--- src/rtl/buddy_region_add_and_reserve_unit_macros.svh ---
// Assertion macros for the buddy region add and reserve unit.
`ifndef BUDDY_REGION_ADD_AND_RESERVE_UNIT_MACROS_SVH
`define BUDDY_REGION_ADD_AND_RESERVE_UNIT_MACROS_SVH
`ifndef SYNTHESIS
// Same-cycle implication, checked at every clock edge outside reset.
`define BRA_ASSERT(lbl, ante, cons, msg) \
   lbl: assert property (@(posedge clock) disable iff (reset) (ante) |-> (cons)) \
      else $error(msg);
// Next-cycle implication, checked at every clock edge outside reset.
`define BRA_ASSERT_NXT(lbl, ante, cons, msg) \
   lbl: assert property (@(posedge clock) disable iff (reset) (ante) |=> (cons)) \
      else $error(msg);
`else
`define BRA_ASSERT(lbl, ante, cons, msg)
`define BRA_ASSERT_NXT(lbl, ante, cons, msg)
`endif
`endif

--- src/rtl/bra_pkg.sv ---
// Shared types and constants of the buddy region add and reserve unit.
`timescale 1ns / 1ps
package bra_pkg;
   localparam int ADDR_W  = 29;
   localparam int PFN_W   = 31;
   localparam int LG_W    = 5;
   localparam int OW      = 4;
   localparam int CNT_W   = 17;
   localparam int STAT_W  = 2;
   localparam logic [CNT_W-1:0] CNT_MAX = '1;

   localparam logic [STAT_W-1:0] ST_DONE  = 2'd0;
   localparam logic [STAT_W-1:0] ST_EMPTY = 2'd1;
   localparam logic [STAT_W-1:0] ST_BAD   = 2'd2;

   localparam logic REQ_ADD     = 1'b0;
   localparam logic REQ_RESERVE = 1'b1;

   localparam logic [1:0] CNT_NOP  = 2'd0;
   localparam logic [1:0] CNT_INC1 = 2'd1;
   localparam logic [1:0] CNT_INC2 = 2'd2;
   localparam logic [1:0] CNT_DEC  = 2'd3;

   typedef struct packed {
      logic [OW-1:0] order;
      logic          head;
   } page_entry_type;

   typedef struct packed {
      logic [1:0]    op;
      logic [OW-1:0] idx;
   } cnt_op_type;
endpackage

--- src/rtl/bra_count_file.sv ---
// Free block counters per order with saturating update and one read index.
`timescale 1ns / 1ps
module bra_count_file #(
   parameter int ORDER_COUNT = 11
) (
   input  logic                           clock,
   input  logic                           reset,
   input  bra_pkg::cnt_op_type            cnt_op,
   output logic [bra_pkg::CNT_W-1:0]      rd_value
);
   import bra_pkg::*;

   localparam int CIW = (ORDER_COUNT > 1) ? $clog2(ORDER_COUNT) : 1;

   logic [CNT_W-1:0] cnt_ff [ORDER_COUNT];
   logic [CNT_W-1:0] cur;
   logic [CNT_W-1:0] upd;
   logic [CNT_W:0]   sum;
   logic             hit;

   assign hit = (32'(cnt_op.idx) < ORDER_COUNT);
   assign cur = hit ? cnt_ff[cnt_op.idx[CIW-1:0]] : '0;
   assign rd_value = cur;

   // compute the saturated new count
   always_comb begin
      sum = {1'b0, cur};
      upd = cur;
      unique case (cnt_op.op)
         CNT_INC1: begin
            sum = {1'b0, cur} + (CNT_W+1)'(1);
            upd = sum[CNT_W] ? CNT_MAX : sum[CNT_W-1:0];
         end
         CNT_INC2: begin
            sum = {1'b0, cur} + (CNT_W+1)'(2);
            upd = sum[CNT_W] ? CNT_MAX : sum[CNT_W-1:0];
         end
         CNT_DEC: begin
            upd = (cur != '0) ? cur - CNT_W'(1) : cur;
         end
         default: begin
            upd = cur;
         end
      endcase
   end

   // hold counts, update one per cycle
   always_ff @(posedge clock) begin
      if (reset) begin
         for (int i = 0; i < ORDER_COUNT; i++) begin
            cnt_ff[i] <= '0;
         end
      end else if (hit && cnt_op.op != CNT_NOP) begin
         cnt_ff[cnt_op.idx[CIW-1:0]] <= upd;
      end
   end
endmodule

--- config.mk ---
export PLATFORM = sky130hd
export DESIGN_NAME = bra_count_file
export DESIGN_NICKNAME = d
export VERILOG_FILES = /design/src/rtl/buddy_region_add_and_reserve_unit_macros.svh /design/src/rtl/bra_pkg.sv /design/src/rtl/bra_count_file.sv
export SDC_FILE = /design/constraint.sdc
export NUM_CORES = 1
export LEC_CHECK = 0
export CELL_PAD_IN_SITES_DETAIL_PLACEMENT = 1
export CELL_PAD_IN_SITES_GLOBAL_PLACEMENT = 1
export CORE_ASPECT_RATIO = 1.25
export CORE_MARGIN = 3
export CORE_UTILIZATION = 45
export CTS_BUF_LIST = sky130_fd_sc_hd__clkbuf_16
export DETAILED_ROUTE_END_ITERATION = 16
export DONT_BUFFER_PORTS = 1
export PLACE_DENSITY = 0.69
export RECOVER_POWER = 100
export SYNTH_ARGS = -nofsm -noshare
export SYNTH_HDL_FRONTEND = slang
export SYNTH_SLANG_ARGS = --single-unit
--- constraint.sdc ---
create_clock -name clock -period 6.32 [get_ports clock]
set_input_delay 1.896 -clock clock [delete_from_list [all_inputs] [get_ports clock]]
set_output_delay 1.896 -clock clock [all_outputs]
set_load 0.02 [all_outputs]
==> results.txt <==
----------------------------------------------------
[Outcome]
  Status ... finished, final reports clean

[Layout]
  Largest regs ... cnt_ff (187)
  Total inserted antenna cells ... 0
  Register name with the most flops ... cnt_ff
  Area growth from synthesis to layout ... 9.209%
  Share of post-route cells with drive strength above 1 ... 0.1162
  Final layout net count ... 912
  Fill cells ... 2303
  Number of flip-flops under the largest register name ... approximately 190

[Logic synthesis]
  Main flop type after synthesis ... sky130_fd_sc_hd__edfxtp_1
  Instance count of the mapped netlist ... 879
  Portion of the post-synthesis area used by sequential elements ... 0.5498
  Area share of the largest cell type after synthesis ... 0.5154
  Basic-gate share of the synthesized area counting and, or, nand and nor cells ... 0.1762
  List of most frequent post-synthesis cells ... 174 x sky130_fd_sc_hd__nor2_1, 170 x sky130_fd_sc_hd__edfxtp_1, 45 x sky130_fd_sc_hd__mux2i_1
  Xor and xnor area share after synthesis ... 0.009727
  Mux share of post-synthesis cell area ... 0.09474
  Total standard cell area after synthesis ... roughly 10000 µm²
  Total of flip-flops plus latches after synthesis ... 187
  Cell type with the highest aggregate area in the netlist ... sky130_fd_sc_hd__edfxtp_1
  Largest family of logic cells by synthesized area ... simple AND/OR/NAND/NOR gates
  Synthesized area per cell ... about 11 µm²
  Top post-synthesis cells by area ... sky130_fd_sc_hd__edfxtp_1 52%, sky130_fd_sc_hd__nor2_1 6.6%, sky130_fd_sc_hd__mux2i_1 4.5%
  Synth async-reset ratio ... 0
  Fraction of the mapped netlist area in compound gates ... 0.1137
  Number of nets produced by synthesis ... 892
  Unique masters post-synth ... 86
  EDFF count, synth ... 170
  Most common cell in the netlist ... sky130_fd_sc_hd__nor2_1
  Adder-cell share of the synthesized area ... 0.006316
  Synthesis Warnings ... 0

[Timing]
  Tmin final ... ~5700 ps
  Worst hold slack across all endpoints ... 505.3 ps
  Total negative setup slack ... 0 ps
  Period Utilization, post-route ... 0.9093
  Relative max-transition margin ... 0.03452
  Number of hold violations in the final report ... 0
  Clk_skew ... 12.85 ps
  Max Fclk ... 174.0 MHz
  Transition at the pin with the smallest max-transition slack ... around 1400 ps
  Final number of max-transition violations ... 0
  RSZ-0062 raised after global routing ... no
  Setup Viol. Count Final ... 0

[GRT]
  Number of antenna violations at the first check in global routing ... 0
  Global-route wire length before repair ... 51.50 mm
  Overflow left after global routing ... 0
  Pin count of the biggest net entering global routing ... 73
  Number of global-route vias before repair ... a little over 8k
  Global router's overall resource usage ... 0.2910

[Floorplanning]
  I/O pin cnt ... 25
  CORE AREA ... approximately 22000 µm²
  Die area ... 23840 µm²
  Die span in y ... 171.9 µm
  Horiz. Die Dim ... about 140 µm
  Floorplan row count ... 60
  Starting density of the core ... 0.4597

[Routing]
  Routed Wire Length ... between 30 and 40 mm
  Detailed-route vias per instance ... 6.517
  DR WL/cell ... 28.80 µm
  Number of remaining DRC errors ... 0
  Residual antenna-violating net count after detailed routing ... 0
  Number of detailed-routing iterations run before antenna repair ... 5
  Routed vias ... 7762
  DRC marker count from the first detailed-route iteration ... 666

[Setup path]
  Setup Crit Path Kind ... input port to flop
  Slowest cell on the critical path ... sky130_fd_sc_hd__o31ai_2
  Worst path most repeated cell ... sky130_fd_sc_hd__clkbuf_1
  Startpoint types ... input port
  Worst Path Required ... ~6600 ps
  Biggest fanout along the worst timing path ... 72
  Reg-to-reg startpoint ... cnt_ff[3][14]$_SDFFCE_PN0P_
  Critical path's largest stage delay ... 1060 ps
  Data arrival, critical path ... 6030 ps
  Source of the critical timing path ... cnt_op[1]
  Setup crit end kind ... flop
  CP Cell Sequence ... nand2b_1 > buf_4 > o221a_2 > o31ai_2 > nand4b_1 > nor4_2 > clkbuf_1 > nor3_1 > o32ai_1 > o21ai_0 > clkbuf_1 > nor2_1

[Power and ir drop]
  Switching share of power ... 0.2600
  Net switching power ... 752.1 µW
  Fraction of power consumed by the clock network ... 0.375
  Internal power ... approximately 2100 µW
  Proportion of power drawn by combinational gates ... 0.136
  Power Dens Cells ... 267.5 nW/µm²
  VDD IR-drop max ... 0.0001439 V
  Sequential share of power ... 0.489
  Static Leak ... 0.003853 µW

[Clock tree]
  Total clock buffers created by CTS ... 17
  Max clock buf depth ... 2
  Number of gates resized after CTS ... 0
  CTS Hold Bufs ... 0
  Clock input transition at the sequential cells of the worst setup and hold paths ... 70 ps
  CTS tree ... yes
  Root Buffer ... sky130_fd_sc_hd__clkbuf_16
  Later-pin clock latency in the skew report ... 430 ps
  Number of buffers added for setup after CTS ... 0
  Number of H-tree levels ... 4
  Clock Sink Count ... 187

[Placement]
  Final HPWL from detailed placement ... 23.27 mm
  Port bufs ... 0
  Final Wtd Congestion ... a little under 0.9

[Hold path]
  Beginning of the worst hold path ... cnt_ff[10][5]$_SDFFE_PP0P_
  Worst min-delay path class ... flop to flop

[Flow run]
  Count of maximum capacitance violations ... 0

----------------------------------------------------
path summary, 6_finish.rpt:
path,endpoint,slack (ps),depth (start not counted)
worst max-delay path,cnt_ff[0][3]$_SDFFCE_PN0P_,570,12
worst min-delay path,cnt_ff[10][5]$_SDFFE_PP0P_,510,2
worst max register to register,cnt_ff[4][6]$_SDFFCE_PN0P_,1750,12
worst min register to register,cnt_ff[10][5]$_SDFFE_PP0P_,510,2
worst max-delay path, delay by kind of cell:
kind                   cells  cell delay (ps)
AOI/OAI and AO/OA          4             1970
and+or+nand+nor            5             1250
buffers and inverters      3              880
per-layer routing:
metal / GRT usage / vias up / part of all wire / routed length, µm
met1: 0.3312 / 3949 / 0.37 / 12560
li1: - / 3309 / - / -
met4: 0.1549 / 0 / 0.053 / 1822
met2: 0.5299 / 390 / 0.51 / 17660
met5: 0 / - / 0 / 0
met3: 0.04675 / 114 / 0.066 / 2259
power by group through the flow:
stage	Combinational [µW]	Clock (µW)	Sequential, µW
2_1_floorplan	281	0	1430
3_3_place_gp	400	0	1440
3_5_place_dp	408	0	1440
4_1_cts	411	1100	1410
5_1_grt	417	1150	1420
6_report	392	1090	1420
layout by cell type (no fill, tap or decap), types with 7 or more instances in the layout:
cell	n
sky130_fd_sc_hd__nor2_1	174
sky130_fd_sc_hd__edfxtp_1	170
sky130_fd_sc_hd__nand2_1	45
sky130_fd_sc_hd__mux2i_1	45
sky130_fd_sc_hd__inv_1	40
sky130_fd_sc_hd__clkbuf_1	32
sky130_fd_sc_hd__buf_4	30
sky130_fd_sc_hd__o21ai_0	29
sky130_fd_sc_hd__mux4_2	20
sky130_fd_sc_hd__a21oi_1	19
sky130_fd_sc_hd__nand3b_1	19
sky130_fd_sc_hd__nand3_1	18
sky130_fd_sc_hd__nor3_1	18
sky130_fd_sc_hd__clkbuf_16	17
sky130_fd_sc_hd__dfxtp_1	17
sky130_fd_sc_hd__o221ai_1	14
sky130_fd_sc_hd__nand2b_1	13
sky130_fd_sc_hd__xnor2_1	10
sky130_fd_sc_hd__nand4_1	9
sky130_fd_sc_hd__nor2_2	8
sky130_fd_sc_hd__nor2b_1	7
sky130_fd_sc_hd__a31oi_1	7
cells by family after synthesis:
| group | count (synthesis) |
|---|---|
| fa+ha+maj | 5 |
| xor+xnor | 11 |
| simple gates | 358 |
| compound gates | 147 |
| mux | 67 |
| flops | 187 |
| buf+inv | 104 |
final cells by class:
type	count	area [µm²]	area share
clock inverter	15	171.4	0.01585
tap	279	349.1	0.03227
clock buffer	17	425.4	0.03933
inverter	43	161.4	0.01492
timing repair buffer	62	345.3	0.03193
multi-input combinational	588	3919	0.3623
sequential	187	5445	0.5034
metrics by stage:
step                setup WS, ps  total power, µW  std cells  instance area, µm²  utilization
global route               326.2             2987       1191               10820       0.5020
finish                     573.5             2893       1191               10820       0.5020
detailed placement         407.0             1850       1159               10420       0.4838
CTS                        625.6             2925       1191               11020       0.5115
floorplan                  617.7             1715        879                9905            -
global placement           499.8             1837       1159               10420       0.4838
(Power assumes the default switching activity.)
